### src/design/dcb_pkg.sv
package dcb_pkg;

  localparam int unsigned MaxItems     = 65536;
  localparam int unsigned VertexBytes  = 32;
  localparam int unsigned CommandBytes = 24;
  localparam int unsigned IndexShift   = 2;
  localparam int unsigned CntW         = $clog2(MaxItems + 1);
  localparam int unsigned PosW         = 16;
  localparam int unsigned NumSlots     = 5;

  typedef enum logic [1:0] {
    KindDraw  = 2'd0,
    KindBatch = 2'd1,
    KindMap   = 2'd2
  } kind_e;

  // register word index, taken from paddr[2]
  localparam logic RegCull = 1'b0;
  localparam logic RegBase = 1'b1;

  typedef struct packed {
    kind_e       kind;
    logic [31:0] index_count;
    logic [16:0] instance_count;
    logic [29:0] first_index;
    logic [30:0] vertex_offset;
    logic [15:0] base_instance;
    logic [7:0]  batch_archetype;
    logic [3:0]  batch_topology;
    logic [31:0] buffer_offset;
    logic [16:0] draw_count;
    logic [16:0] command_index;
    logic        last_of_run;
  } result_t;

endpackage

### src/design/draw_command_batcher_top.sv
// latency: an accepted item passes the input register, the result buffer and the output register before m_axis
// throughput: one item per cycle while each item causes at most one result and m_axis is not stalled;
//   while an item's results remain in the five-entry result buffer, the next item waits in the input
//   register, as the single output register drains the buffer one result at a time
// reset: asynchronous, active low; clears configuration, run state, counters and valid flags, not data registers
module draw_command_batcher_top (
  input  logic         clk_i,
  input  logic         rst_ni,
  // archetype_id, topology_id, mesh_id, mesh_index_count,
  // mesh_index_byte_offset, mesh_vertex_byte_offset, zero fill
  input  logic [127:0] s_axis_tdata,
  input  logic         s_axis_tlast,
  input  logic         s_axis_tvalid,
  output logic         s_axis_tready,
  // index_count, instance_count, first_index, vertex_offset, base_instance,
  // batch_archetype, batch_topology, buffer_offset, draw_count,
  // command_index, zero fill
  output logic [207:0] m_axis_tdata,
  // kind
  output logic [1:0]   m_axis_tuser,
  output logic         m_axis_tlast,
  output logic         m_axis_tvalid,
  input  logic         m_axis_tready,
  input  logic         psel,
  input  logic         penable,
  input  logic         pwrite,
  input  logic [2:0]   paddr,
  input  logic [31:0]  pwdata,
  output logic [31:0]  prdata,
  output logic         pready
);

  localparam int unsigned CntW = dcb_pkg::CntW;
  localparam int unsigned PosW = dcb_pkg::PosW;
  localparam int unsigned NumSlots = dcb_pkg::NumSlots;
  localparam int unsigned SelW = $clog2(NumSlots);
  localparam logic [CntW-1:0] CntMax = CntW'(dcb_pkg::MaxItems);
  localparam logic [CntW-1:0] PosMax = CntW'(dcb_pkg::MaxItems - 1);

  function automatic logic [CntW-1:0] sat_inc(input logic [CntW-1:0] x);
    sat_inc = (x < CntMax) ? x + CntW'(1) : CntMax;
  endfunction

  // configuration
  logic        cull_q;
  logic [31:0] base_q;

  // input register
  logic        in_vld_q;
  logic [7:0]  in_arch_q;
  logic [3:0]  in_topo_q;
  logic [15:0] in_mesh_q;
  logic [31:0] in_icnt_q, in_ioff_q, in_voff_q;
  logic        in_last_q;

  // run and batch state
  logic            started_q, started_d;
  logic [7:0]      cur_arch_q, cur_arch_d;
  logic [3:0]      cur_topo_q, cur_topo_d;
  logic [15:0]     cur_mesh_q, cur_mesh_d;
  logic [31:0]     held_icnt_q, held_icnt_d;
  logic [31:0]     held_ioff_q, held_ioff_d;
  logic [31:0]     held_voff_q, held_voff_d;
  logic [PosW-1:0] run_start_q, run_start_d;
  logic [CntW-1:0] run_inst_q, run_inst_d;
  logic [CntW-1:0] cmd_wr_q, cmd_wr_d;
  logic [CntW-1:0] cmd_in_batch_q, cmd_in_batch_d;
  logic [CntW-1:0] batch_start_q, batch_start_d;
  logic [CntW-1:0] item_pos_q, item_pos_d;

  // result buffer and output register
  dcb_pkg::result_t job_q [NumSlots];
  logic [NumSlots-1:0] job_mask_q, job_mask_d;
  dcb_pkg::result_t out_q;
  logic out_vld_q;

  // per item logic
  logic group_chg, key_chg, close_draw, take_new, flush_draw, flush_batch;
  logic [CntW-1:0] cw1, cw2, cib1, cib2, cib3, ri1, ri2, bs_n, pos_n;
  logic [7:0]  arch_n;
  logic [3:0]  topo_n;
  logic [15:0] mesh_n;
  logic [31:0] icnt_n, ioff_n, voff_n;
  logic [PosW-1:0] run_start_n;
  logic [31:0] vdiv_cur, vdiv_new, off_cur, off_new;
  dcb_pkg::result_t rec [NumSlots];
  logic [NumSlots-1:0] new_mask;
  logic later;

  // buffer drain
  logic [NumSlots-1:0] low_bit, mask_after_pop;
  logic [SelW-1:0] sel;
  logic pop, proc_go, in_accept;

  assign pready = 1'b1;
  assign prdata = (paddr[2] == dcb_pkg::RegBase) ? base_q : {31'b0, cull_q};

  always_ff @(posedge clk_i or negedge rst_ni) begin
    if (!rst_ni) begin
      cull_q <= 1'b0;
      base_q <= '0;
    end else if (psel && penable && pwrite && pready) begin
      case (paddr[2])
        dcb_pkg::RegCull: cull_q <= pwdata[0];
        dcb_pkg::RegBase: base_q <= pwdata;
        default: ;
      endcase
    end
  end

  // drain side: pick the lowest pending result
  assign pop = (|job_mask_q) && (!out_vld_q || m_axis_tready);
  assign low_bit = job_mask_q & (~job_mask_q + NumSlots'(1));
  assign mask_after_pop = pop ? (job_mask_q & ~low_bit) : job_mask_q;
  assign proc_go = in_vld_q && (mask_after_pop == '0);
  assign s_axis_tready = !in_vld_q || proc_go;
  assign in_accept = s_axis_tvalid && s_axis_tready;

  always_comb begin
    sel = '0;
    for (int i = NumSlots - 1; i >= 0; i--) begin
      if (job_mask_q[i]) begin
        sel = SelW'(i);
      end
    end
  end

  assign job_mask_d = proc_go ? new_mask : mask_after_pop;

  // item decode and state update
  assign group_chg = started_q && ((in_arch_q != cur_arch_q) || (in_topo_q != cur_topo_q));
  assign key_chg = group_chg || (started_q && (in_mesh_q != cur_mesh_q));
  assign close_draw = key_chg && (run_inst_q != '0);
  assign take_new = !started_q || close_draw;

  assign cw1 = close_draw ? sat_inc(cmd_wr_q) : cmd_wr_q;
  assign cib1 = close_draw ? sat_inc(cmd_in_batch_q) : cmd_in_batch_q;
  assign ri1 = close_draw ? '0 : run_inst_q;
  assign cib2 = group_chg ? '0 : cib1;
  assign bs_n = group_chg ? cw1 : batch_start_q;
  assign ri2 = sat_inc(ri1);
  assign pos_n = (item_pos_q < PosMax) ? item_pos_q + CntW'(1) : item_pos_q;

  assign icnt_n = take_new ? in_icnt_q : held_icnt_q;
  assign ioff_n = take_new ? in_ioff_q : held_ioff_q;
  assign voff_n = take_new ? in_voff_q : held_voff_q;
  assign mesh_n = take_new ? in_mesh_q : cur_mesh_q;
  assign run_start_n = take_new ? item_pos_q[PosW-1:0] : run_start_q;
  assign arch_n = (!started_q || group_chg) ? in_arch_q : cur_arch_q;
  assign topo_n = (!started_q || group_chg) ? in_topo_q : cur_topo_q;

  assign flush_draw = in_last_q && (ri2 != '0);
  assign cw2 = flush_draw ? sat_inc(cw1) : cw1;
  assign cib3 = flush_draw ? sat_inc(cib2) : cib2;
  assign flush_batch = in_last_q && (cib3 != '0);

  assign vdiv_cur = held_voff_q / 32'(dcb_pkg::VertexBytes);
  assign vdiv_new = voff_n / 32'(dcb_pkg::VertexBytes);
  assign off_cur = base_q + 32'(batch_start_q) * 32'(dcb_pkg::CommandBytes);
  assign off_new = base_q + 32'(bs_n) * 32'(dcb_pkg::CommandBytes);

  assign new_mask = {flush_batch, flush_draw, cull_q, group_chg, close_draw};

  always_comb begin
    for (int i = 0; i < NumSlots; i++) begin
      rec[i] = '0;
    end
    // closed draw command
    rec[0].kind = dcb_pkg::KindDraw;
    rec[0].index_count = held_icnt_q;
    rec[0].instance_count = cull_q ? '0 : run_inst_q;
    rec[0].first_index = held_ioff_q[31:dcb_pkg::IndexShift];
    rec[0].vertex_offset = vdiv_cur[30:0];
    rec[0].base_instance = run_start_q;
    rec[0].command_index = cmd_wr_q;
    // closed batch record
    rec[1].kind = dcb_pkg::KindBatch;
    rec[1].batch_archetype = cur_arch_q;
    rec[1].batch_topology = cur_topo_q;
    rec[1].buffer_offset = off_cur;
    rec[1].draw_count = cib1;
    // map entry
    rec[2].kind = dcb_pkg::KindMap;
    rec[2].command_index = cw1;
    // flushed draw command
    rec[3].kind = dcb_pkg::KindDraw;
    rec[3].index_count = icnt_n;
    rec[3].instance_count = cull_q ? '0 : ri2;
    rec[3].first_index = ioff_n[31:dcb_pkg::IndexShift];
    rec[3].vertex_offset = vdiv_new[30:0];
    rec[3].base_instance = run_start_n;
    rec[3].command_index = cw1;
    // flushed batch record
    rec[4].kind = dcb_pkg::KindBatch;
    rec[4].batch_archetype = arch_n;
    rec[4].batch_topology = topo_n;
    rec[4].buffer_offset = off_new;
    rec[4].draw_count = cib3;
    later = 1'b0;
    for (int i = NumSlots - 1; i >= 0; i--) begin
      rec[i].last_of_run = new_mask[i] && !later;
      later = later || new_mask[i];
    end
  end

  always_comb begin
    if (in_last_q) begin
      started_d = 1'b0;
      cur_arch_d = '0;
      cur_topo_d = '0;
      cur_mesh_d = '0;
      held_icnt_d = '0;
      held_ioff_d = '0;
      held_voff_d = '0;
      run_start_d = '0;
      run_inst_d = '0;
      cmd_wr_d = '0;
      cmd_in_batch_d = '0;
      batch_start_d = '0;
      item_pos_d = '0;
    end else begin
      started_d = 1'b1;
      cur_arch_d = arch_n;
      cur_topo_d = topo_n;
      cur_mesh_d = mesh_n;
      held_icnt_d = icnt_n;
      held_ioff_d = ioff_n;
      held_voff_d = voff_n;
      run_start_d = run_start_n;
      run_inst_d = ri2;
      cmd_wr_d = cw2;
      cmd_in_batch_d = cib3;
      batch_start_d = bs_n;
      item_pos_d = pos_n;
    end
  end

  always_ff @(posedge clk_i or negedge rst_ni) begin
    if (!rst_ni) begin
      started_q <= 1'b0;
      cur_arch_q <= '0;
      cur_topo_q <= '0;
      cur_mesh_q <= '0;
      held_icnt_q <= '0;
      held_ioff_q <= '0;
      held_voff_q <= '0;
      run_start_q <= '0;
      run_inst_q <= '0;
      cmd_wr_q <= '0;
      cmd_in_batch_q <= '0;
      batch_start_q <= '0;
      item_pos_q <= '0;
    end else if (proc_go) begin
      started_q <= started_d;
      cur_arch_q <= cur_arch_d;
      cur_topo_q <= cur_topo_d;
      cur_mesh_q <= cur_mesh_d;
      held_icnt_q <= held_icnt_d;
      held_ioff_q <= held_ioff_d;
      held_voff_q <= held_voff_d;
      run_start_q <= run_start_d;
      run_inst_q <= run_inst_d;
      cmd_wr_q <= cmd_wr_d;
      cmd_in_batch_q <= cmd_in_batch_d;
      batch_start_q <= batch_start_d;
      item_pos_q <= item_pos_d;
    end
  end

  // input register
  always_ff @(posedge clk_i or negedge rst_ni) begin
    if (!rst_ni) begin
      in_vld_q <= 1'b0;
    end else if (in_accept) begin
      in_vld_q <= 1'b1;
    end else if (proc_go) begin
      in_vld_q <= 1'b0;
    end
  end

  always_ff @(posedge clk_i) begin
    if (in_accept) begin
      in_arch_q <= s_axis_tdata[7:0];
      in_topo_q <= s_axis_tdata[11:8];
      in_mesh_q <= s_axis_tdata[27:12];
      in_icnt_q <= s_axis_tdata[59:28];
      in_ioff_q <= s_axis_tdata[91:60];
      in_voff_q <= s_axis_tdata[123:92];
      in_last_q <= s_axis_tlast;
    end
  end

  // result buffer
  always_ff @(posedge clk_i or negedge rst_ni) begin
    if (!rst_ni) begin
      job_mask_q <= '0;
    end else begin
      job_mask_q <= job_mask_d;
    end
  end

  always_ff @(posedge clk_i) begin
    if (proc_go) begin
      for (int i = 0; i < NumSlots; i++) begin
        job_q[i] <= rec[i];
      end
    end
  end

  // output register
  always_ff @(posedge clk_i or negedge rst_ni) begin
    if (!rst_ni) begin
      out_vld_q <= 1'b0;
    end else if (pop) begin
      out_vld_q <= 1'b1;
    end else if (m_axis_tready) begin
      out_vld_q <= 1'b0;
    end
  end

  always_ff @(posedge clk_i) begin
    if (pop) begin
      out_q <= job_q[sel];
    end
  end

  assign m_axis_tvalid = out_vld_q;
  assign m_axis_tuser = out_q.kind;
  assign m_axis_tlast = out_q.last_of_run;
  assign m_axis_tdata = {4'b0, out_q.command_index, out_q.draw_count, out_q.buffer_offset,
                         out_q.batch_topology, out_q.batch_archetype, out_q.base_instance,
                         out_q.vertex_offset, out_q.first_index, out_q.instance_count,
                         out_q.index_count};

endmodule

### config.mk
export PLATFORM = sky130hd
export DESIGN_NAME = draw_command_batcher_top
export DESIGN_NICKNAME = d
export VERILOG_FILES = /design/src/design/dcb_pkg.sv /design/src/design/draw_command_batcher_top.sv
export SDC_FILE = /design/constraint.sdc
export NUM_CORES = 1
export LEC_CHECK = 0
export BUFFER_PORTS_ARGS = -buffer_cell sky130_fd_sc_hd__buf_2
export CORE_MARGIN = 2
export CORE_UTILIZATION = 40
export CTS_CLUSTER_DIAMETER = 150
export DETAILED_ROUTE_END_ITERATION = 12
export PLACE_DENSITY = 0.64
export REMOVE_ABC_BUFFERS = 1
export SETUP_SLACK_MARGIN = 0.5
export SKIP_LAST_GASP = 1
export SLEW_MARGIN = 10
export SYNTH_ARGS = -nofsm -noshare
export SYNTH_HDL_FRONTEND = slang
export SYNTH_SLANG_ARGS = --single-unit
### constraint.sdc
create_clock -name clk_i -period 19.15 [get_ports clk_i]
set_input_delay 0.9575 -clock clk_i [delete_from_list [all_inputs] [get_ports clk_i]]
set_output_delay 0.9575 -clock clk_i [all_outputs]
set_load 0.01 [all_outputs]
# Word level (Yosys, flattened, before mapping)
# Memories as Yosys holds them, arrays and structs flattened. A register that Yosys moved wholly into a read port is not among the register bits.
# Index checks and enable logic that the tools add are counted.
[classes]
n_shift = 0
magnitude_cmp = 6
mux = 49
add_sub_neg = 9
bitwise_logic = 5
n_div = 0
n_eq_ne = 3
mul = 2
n_reduce_logical = 43
[ops]
columns = ["operator", "n"]
rows = [
  ["$mux W17", 20],
  ["$mux W32", 7],
  ["$add A17 B1 Y17 const B", 6],
  ["$lt A17 B17 Y1 const B", 5],
  ["$add A32 B22 Y32", 2],
  ["$mux W16", 4],
  ["$reduce_bool A17 Y1", 3],
  ["$mul A17 B2 Y19 const B", 2],
  ["$lt A17 B16 Y1 const B", 1],
  ["$mux W8", 2],
  ["$ne A16 B16 Y1", 1],
  ["$mux W3", 5],
  ["$logic_and A1 B1 Y1", 14],
  ["$and A5 B5 Y5", 2],
  ["$mux W5", 2],
  ["$not A5 Y5", 2],
  ["$logic_or A1 B1 Y1", 9],
  ["$mux W4", 2],
  ["$ne A8 B8 Y1", 1],
  ["$reduce_and A2 Y1", 4],
  ["$reduce_bool A2 Y1", 4],
  ["$logic_not A1 Y1", 7],
  ["$mux W1", 7],
  ["$add A5 B1 Y5 const B", 1],
  ["other kinds (4)", 4],
]
[totals]
register_bits = 415
input_bits = 171
out_inout_bits = 246
elab_cells = 144
mem_bits_ro = 0
latchBits = 0
mem_bits_rw = 1015
mem_count = 1
[mem_list]
columns = ["memory", "depth", "word_bits", "rd", "rd_ports_with_merged_regs", "wr", "line", "rtl"]
rows = [
  ["job_q", 5, 203, 1, 1, 5, "draw_command_batcher_top.sv:72", "dcb_pkg::result_t job_q [NumSlots];"],
]

# Depth between registers and ports, before layout
# Gate-level depths: netlist of the first run.
[depth]
word_depth = 18
ltp_mapped = 34

# Least setup slack after synthesis of the first run
# OpenSTA, ideal clock, no wires.
[synth_timing]
path_kind = "input to register"
start = "input port m_axis_tready"
end = "register run_inst_q[16]"
path_stages = 9
slack_ps = 5148
setup_ps = 641
t_arrival_ps = 13361
n_path_buf = 2
required_time_ps = 18509
cell_sequence = "nor2b_1 -> or3_1 -> o21ai_0 -> a21oi_1 -> nand2b_1 -> inv_1 -> clkbuf_1 -> clkbuf_1 -> o21ai_0"
[synth_between]
elab_chain_len = 5
[synth_rtl]
columns = ["item", "line", "rtl"]
rows = [
  ["start: declaration", "draw_command_batcher_top.sv:23", "input logic m_axis_tready,"],
  ["$logic_or A1 B1 Y1", "draw_command_batcher_top.sv:112", "assign pop = (|job_mask_q) && (!out_vld_q || m_axis_tready);"],
  ["$logic_and A1 B1 Y1", "draw_command_batcher_top.sv:112", ""],
  ["$mux W5", "draw_command_batcher_top.sv:114", "assign mask_after_pop = pop ? (job_mask_q & ~low_bit) : job_mask_q;"],
  ["$logic_not A5 Y1", "draw_command_batcher_top.sv:115", "assign proc_go = in_vld_q && (mask_after_pop == '0);"],
  ["$logic_and A1 B1 Y1", "draw_command_batcher_top.sv:115", ""],
  ["via proc_go", "draw_command_batcher_top.sv:93", "logic pop, proc_go, in_accept;"],
  ["end signal: assignment", "draw_command_batcher_top.sv:262", "run_inst_q <= run_inst_d;"],
  ["end: declaration", "draw_command_batcher_top.sv:65", "logic [CntW-1:0] run_inst_q, run_inst_d;"],
]
# The timed path passes the listed nets, and every way through them passes these cells.
# A chain may end at the register's enable or synchronous reset.

==> metrics, run 1 <==
status complete, no violations; maximum net fanout on the critical path between 40 and 50; number of buffers on the longest clock path 3; multiplexer fraction of the synthesized cell area 0.0405; Cells after Synth 3308; number of setup violations in the final report 0; yosys synthesis warning count 0; total overflow reported by the global router 0; count of maximum capacitance violations 0; RSZ-0062 raised after global routing false; DR vias/cell ~5.3; synthesized area per cell ~13 um2; Post-CTS Setup Repair Bufs 0; Leak 20.3 nW; worst-skew pair later-pin latency 0.71 ns; count of unique library cells instantiated by Yosys 91; power share of the clock group 0.238; fraction of the mapped netlist area in adder cells 0.0244; internal portion of total power 5.63 mW; Crit Reg-Reg Startpoint in_topo_q[2]; CP Data Required Time 19.57 ns; prevailing post-synth register cell edfxtp_1; violation count after the first detailed-routing iteration between 2000 and 2500; capturing point of the worst reg2reg path job_q[4][64]; final critical-path share of the clock period 0.464; DRC violation count after routing 0; ratio of cells with drive above 1 in the final layout 0.215; register bit count reported by yosys 982; worst slack at placement 10.35 ns; XOR/XNOR Fraction of Synth Area 0.0323; worst setup path category reg -> reg; worst reg-to-reg setup slack 10.26 ns; CTS H-tree lvls 3; number of max-slew violations in the final report 0; Pre-antenna DRT Iters 6; shortest clock period the worst path allows after layout 8.89 ns; Starting Density 0.405; clock tree from TritonCTS done; depth of the worst register-to-register path 29; total CTS buffers 106; cell row count around 120; Reg clk slew, reported paths 0.06 ns; net switching component of the power ~3.1 mW; post-synthesis sequential area ratio 0.659; Worst Tran Pin Value approximately 1.2 ns; number of antenna-violating nets in the routed design 0; maximum operating frequency ~0.11 GHz; global routing usage summed across all routing layers 0.190; post-route worst setup slack 10.26 ns; Critical Path Sink Type flop; buffer cell driving the clock tree root clkbuf_16; post-DR wirelength/cell approximately 20 um; CTS Hold Bufs 0; most common cell type on the critical path a21oi_1; clock tree sinks 982; sequential group share of total power 0.449; proportion of total power due to net switching 0.357; summed instance area of the synthesized netlist between 40000 and 50000 um2; via count of the first global-routing pass between 20000 and 30000; Final Hold Fails 0; worst hold margin approximately 0.29 ns; Die ar. ~110000 um2; count of cells resized by post-cts repair 0; CP Data Arrival Time roughly 9.3 ns; final routed wirelength across all metal layers between 100000 and 150000 um; worst stage delay on the critical path 0.88 ns; Simple-Gate Fraction of Synth Area 0.118; power density relative to cell area between 150 and 200 nW/um2; number of nets in the final layout 3889; clock tree skew after final layout between 0.06 and 0.07 ns; main combinational cell family by area after synthesis simple AND/OR/NAND/NOR gates; async set-or-reset flop fraction in the synthesized netlist 0.264; layout overhead on the synthesized area 16.1%; total number of vias ~27000; antenna violations before repair 12; startpoint type of the worst setup path flop; # IOs between 400 and 500; share of power burned in combinational logic 0.313; Chip Height approximately 330 um; worst slew margin relative to its limit 0.188; VDD IR max 0.138 mV; sum of negative setup slack 0 ns; final weighted congestion in routability-driven placement roughly 0.85; count of buffers inserted at the top-level ports 394; die boundary width between 300 and 400 um; Cells after DPL roughly 5000; number of flops mapped to enable cells by yosys just over 700; # fillers roughly 9400; hpwl dp around 64000 um; post-synthesis compound-gate area fraction 0.0987; highest-delay cell along the critical path and3_1; Tightest Hold Check Type in -> async; first-pass GRT wire length 160000 um; core region area about 110000 um2; largest net degree at the start of global routing 140; non-filler cells, final about 5100
## synthesized netlist by cell type, types with 6 or more instances
cell type | number | area [um2]
clkbuf_1 | 157 | 589
ha_1 | 77 | 963
o2111ai_1 | 6 | 52.6
nand2b_1 | 16 | 100
nand3_1 | 164 | 821
xnor2_1 | 84 | 736
dfrtp_1 | 259 | 6480
nor4_1 | 9 | 56.3
xor2_1 | 72 | 631
nor3_1 | 44 | 220
and4_1 | 9 | 78.8
edfxtp_1 | 723 | 21700
a21o_1 | 18 | 135
mux2i_1 | 11 | 110
a21oi_1 | 91 | 455
nand2_1 | 402 | 1510
a22oi_1 | 122 | 916
or2_2 | 9 | 56.3
and3_1 | 35 | 219
nand4_1 | 23 | 144
buf_1 | 25 | 93.8
a22o_1 | 106 | 928
o21ai_0 | 77 | 385
a31oi_1 | 9 | 56.3
or3_1 | 13 | 81.3
nor2b_1 | 31 | 194
o22ai_1 | 11 | 68.8
nor2_1 | 252 | 946
a211oi_1 | 8 | 60.1
and2_1 | 47 | 294
mux2_2 | 142 | 1600
o41ai_1 | 8 | 70.1
buf_4 | 15 | 113
buf_2 | 16 | 80.1
o2bb2ai_1 | 16 | 140
o21bai_1 | 15 | 113
o31ai_1 | 26 | 195
inv_1 | 55 | 206
o21a_1 | 10 | 75.1
## state kept, by name, indices dropped and copies added, names as in the netlist, 5 cells and up
signal          flops
cmd_in_batch_q     17
run_inst_q         17
in_icnt_q          32
in_ioff_q          30
held_ioff_q        30
held_icnt_q        32
in_voff_q          27
cur_mesh_q         16
in_mesh_q          16
held_voff_q        27
run_start_q        16
in_arch_q           8
m_axis_tdata      200
base_q             32
job_q             402
cmd_wr_q           17
item_pos_q         17
batch_start_q      17
cur_arch_q          8
job_mask_q          5
## placed cells by master, fill, tap and decap left out, types with 54 or more instances in the layout
cell         n
o21ai_0     77
a22oi_1    122
nand2_1    401
xor2_1      72
edfxtp_1   723
inv_1       54
ha_1        77
clkbuf_16  106
buf_2      393
xnor2_1     84
a22o_1     106
nor2_1     248
dfrtp_1    259
a21oi_1     91
mux2_2     142
nand3_1    164
## power by group through the flow
stage	Clock [mW]	Combinational (mW)	Sequential, mW
2_1_floorplan	0	1.64	4.15
3_3_place_gp	0	2.75	3.94
3_5_place_dp	0	2.79	3.97
4_1_cts	2.14	2.80	3.94
5_1_grt	2.22	3.04	4.02
6_report	2.09	2.74	3.93
## worst max-delay path by stage
stage	startpoint	end	slack (ns)	cells after the start
after floorplan	m_axis_tready	cur_mesh_q[0]	-1.86	9
after global placement	in_topo_q[2]	job_q[4][64]	10.49	29
after detailed placement	in_topo_q[2]	job_q[4][60]	10.35	29
after CTS	in_topo_q[2]	job_q[4][64]	10.29	29
after global routing	in_topo_q[2]	job_q[4][66]	9.62	29
final	in_topo_q[2]	job_q[4][64]	10.26	29
## cells by family (layout without fill, tap and decap cells)
logic type,after synthesis,count (layout)
AOI/OAI and AO/OA,575,575
xor gates and xnor gates,157,157
adders and majority gates,81,81
buffers and inverters,275,691
DFF,982,982
muxes,154,154
other,2,24
and+or+nand+nor,1082,1082
## critical path, delay by kind of cell (launching register included)
family	cells	cell delay, ns
and+or+nand+nor	6	2.24
xor gates and xnor gates	3	0.47
AOI/OAI and AO/OA	16	4.05
buffers and inverters	1	0.47
adders and majority gates	3	0.92
DFF	1	0.41
## layer usage
| metal | track usage | wire length, um |
|---|---|---|
| met5 | 0 | 24 |
| met1 | 0.252 | 45200 |
| met3 | 0.0380 | 6970 |
| met2 | 0.318 | 50400 |
| met4 | 0.0495 | 2330 |
## stage by stage
step                 util  cell area, um2  total power, mW
floorplan               -           41900             5.79
global placement    0.435           46000             6.69
detailed placement  0.435           46000             6.76
CTS                 0.470           49600             8.88
global route        0.470           49700             9.28
finish              0.470           49700             8.76
## layout make-up
cell class	count	area, um2	share of cell area
flip-flops and latches	982	28200	0.567
multi-input cells	2058	13600	0.273
clock buffers	156	3110	0.0626
repair buffers	432	2280	0.0459
well taps	1391	1740	0.0350
clock inverters	46	548	0.0110
inverters	57	224	0.00451
diodes	15	37.5	0.000755
Note: power is estimated with default switching activity, not from simulation.
==> run 2: changes to the inputs <==
==> constraint.sdc (replaced) <==
create_clock -name clk_i -period 8.8 [get_ports clk_i]
set_input_delay 0.44 -clock clk_i [delete_from_list [all_inputs] [get_ports clk_i]]
set_output_delay 0.44 -clock clk_i [all_outputs]
set_load 0.01 [all_outputs]
==> run 2 against run 1 <==
Fmax rose by 18%. Cell area rose by 3.1%. Routed wire length rose by 2.0%. Critical path type unchanged.
==> metrics, run 2 (synthesized netlist as in run 1, its figures left out) <==
final weighted congestion in routability-driven placement 0.840 (-1.1%); maximum operating frequency 0.133 GHz (+18%); global routing usage summed across all routing layers 0.193 (+0.00308); Leak 20.9 nW (+3.3%); post-DR wirelength/cell 20.3 um (-0.57%); number of setup violations in the final report 0 (unchanged); via count of the first global-routing pass 27900 (+2.3%); buffer cell driving the clock tree root clkbuf_16; core region area 106000 um2 (unchanged); clock tree sinks 982 (unchanged); sequential group share of total power 0.445 (-0.004); clock tree skew after final layout 0.0660 ns (-0.00106 ns); Pre-antenna DRT Iters 6 (unchanged); power density relative to cell area 377 nW/um2 (+110%); final critical-path share of the clock period 0.853 (+0.388); worst stage delay on the critical path 0.60 ns (-0.28 ns); Crit path max-delay family compound AO/OA/AOI/OAI gates; cell row count 119 (unchanged); Placed Instance Area 46000 um2 (about the same); number of buffers on the longest clock path 3 (unchanged); most flop-heavy register job_q; layout overhead on the synthesized area 19.7%; maximum net fanout on the critical path 5 (-88%); number of nets in the final layout 4039 (+3.9%); status complete, no violations; total CTS buffers 105 (-0.94%); count of buffer and inverter cells on the critical path 0 (-1); CTS H-tree lvls 3 (unchanged); clock tree from TritonCTS done; power share of the clock group 0.243 (+0.005); Post-CTS Setup Repair Bufs 0 (unchanged); die boundary width 331 um (unchanged); most common cell type on the critical path a21oi_1; summed area of non-filler cells in the final layout 51200 um2 (+3.1%); most frequent standard cell in the layout excluding fill and tap cells edfxtp_1; total overflow reported by the global router 0 (unchanged); worst setup path category reg -> reg; most frequent cells in the layout edfxtp_1, nand2_1, buf_2; proportion of total power due to net switching 0.355 (-0.00193); Worst Tran Pin Value 1.12 ns (-0.0903 ns); CP Data Required Time 9.23 ns (-10.34 ns); routing usage on met1 0.256 (+0.00329); Tightest Hold Check Type in -> reg; final routed wirelength across all metal layers 107000 um (+2.0%); hpwl dp 65200 um (+1.1%); shortest clock period the worst path allows after layout 7.50 ns (-1.39 ns); violation count after the first detailed-routing iteration 2105 (+3.7%); Die ar. 110000 um2 (unchanged); total number of vias 27900 (+2.1%); # IOs 417 (unchanged); Starting Density 0.405 (unchanged); met3 layer usage reported by global route 0.0407 (+0.00269); worst-skew pair later-pin latency 0.71 ns (about the same); VDD IR max 0.383 mV (+180%); cell count of the worst hold path 1; # fillers 9284 (-1.1%); number of max-slew violations in the final report 0 (unchanged); DRC violation count after routing 0 (unchanged); internal portion of total power 12.4 mW (+120%); share of power burned in combinational logic 0.312 (about the same); Chip Height 331 um (unchanged); met2 Track Usage GR 0.322 (+0.00489); overall power after layout 19.3 mW (+120%); worst slew margin relative to its limit 0.250 (+0.0628); startpoint type of the worst setup path flop; Reg clk slew, reported paths 0.06 ns (about the same); largest net degree at the start of global routing 169 (+21%); number of antenna-violating nets in the routed design 0 (unchanged); RSZ-0062 raised after global routing false; antenna violations before repair 8 (-4); Final Hold Fails 0 (unchanged); ratio of cells with drive above 1 in the final layout 0.207 (-0.00811); count of cell instances traversed by the critical path 28 (-3.4%); depth of the worst register-to-register path 28 (-3.4%); max FFs per register 402 (unchanged); net switching component of the power 6.85 mW (+120%); CP Data Arrival Time 7.94 ns (-1.38 ns); highest-delay cell along the critical path nor4_2; count of buffers inserted at the top-level ports 394 (unchanged); Critical Path Sink Type flop; first-pass GRT wire length 162000 um (+1.3%); GRT Max-Usage Layer met2; DR vias/cell 5.30 (-0.52%); count of maximum capacitance violations 0 (unchanged)
==> run 2: path summary, 6_finish.rpt <==
kind | slack, ns | startpoint | end
min reg2reg | 0.44 | run_start_q[1] | job_q[0][80]
max in group asynchronous | 6.86 | rst_ni | run_inst_q[11]
max | 1.30 | in_topo_q[2] | job_q[4][60]
min | 0.07 | s_axis_tdata[27] | in_mesh_q[15]
max reg2reg | 1.30 | in_topo_q[2] | job_q[4][60]
min in group asynchronous | 0.34 | rst_ni | held_icnt_q[20]
==> run 2: final cells by class <==
class,count,area (um2),area share
antenna,3,7.51,0.000146
clock buffer,135,2850,0.0556
clock inverter,62,872,0.0170
inverter,57,224,0.00437
multi-input combinational,2058,13600,0.265
sequential,982,28200,0.550
tap,1391,1740,0.0340
timing repair buffer,583,3800,0.0742
==> run 2: what timing repair did <==
action,4_1_cts,5_1_grt
endpoints found under the hold margin,240,0
gates resized for setup,0,1
hold buffers,151,0
setup endpoints to repair,0,4
==> run 2: per-stage QoR <==
step                TNS (ns)  setup WS, ns   util  cells  hold slack, ns
floorplan           -6335.84        -11.69      -   3097           0.144
global placement           0          1.09  0.435   4920           0.448
detailed placement         0         0.904  0.435   4920           0.452
CTS                        0         0.890  0.485   5268          0.0146
global route               0         0.591  0.485   5269          0.0246
finish                     0          1.30  0.485   5271          0.0736
==> run 2: per-layer routing <==
metal / part of all wire / routed length (um)
met5: 0.00056 / 60
met4: 0.023 / 2420
met3: 0.069 / 7370
met2: 0.48 / 51300
met1: 0.43 / 45900
==> run 2: power by group through the flow <==
| stage | registers [mW] | logic (mW) | clock network (mW) |
|---|---|---|---|
| floorplan | 9.03 | 3.57 | 0 |
| global placement | 8.61 | 5.97 | 0 |
| detailed placement | 8.68 | 6.05 | 0 |
| CTS | 8.61 | 6.13 | 4.80 |
| global route | 8.78 | 6.66 | 4.99 |
| finish | 8.59 | 6.02 | 4.69 |
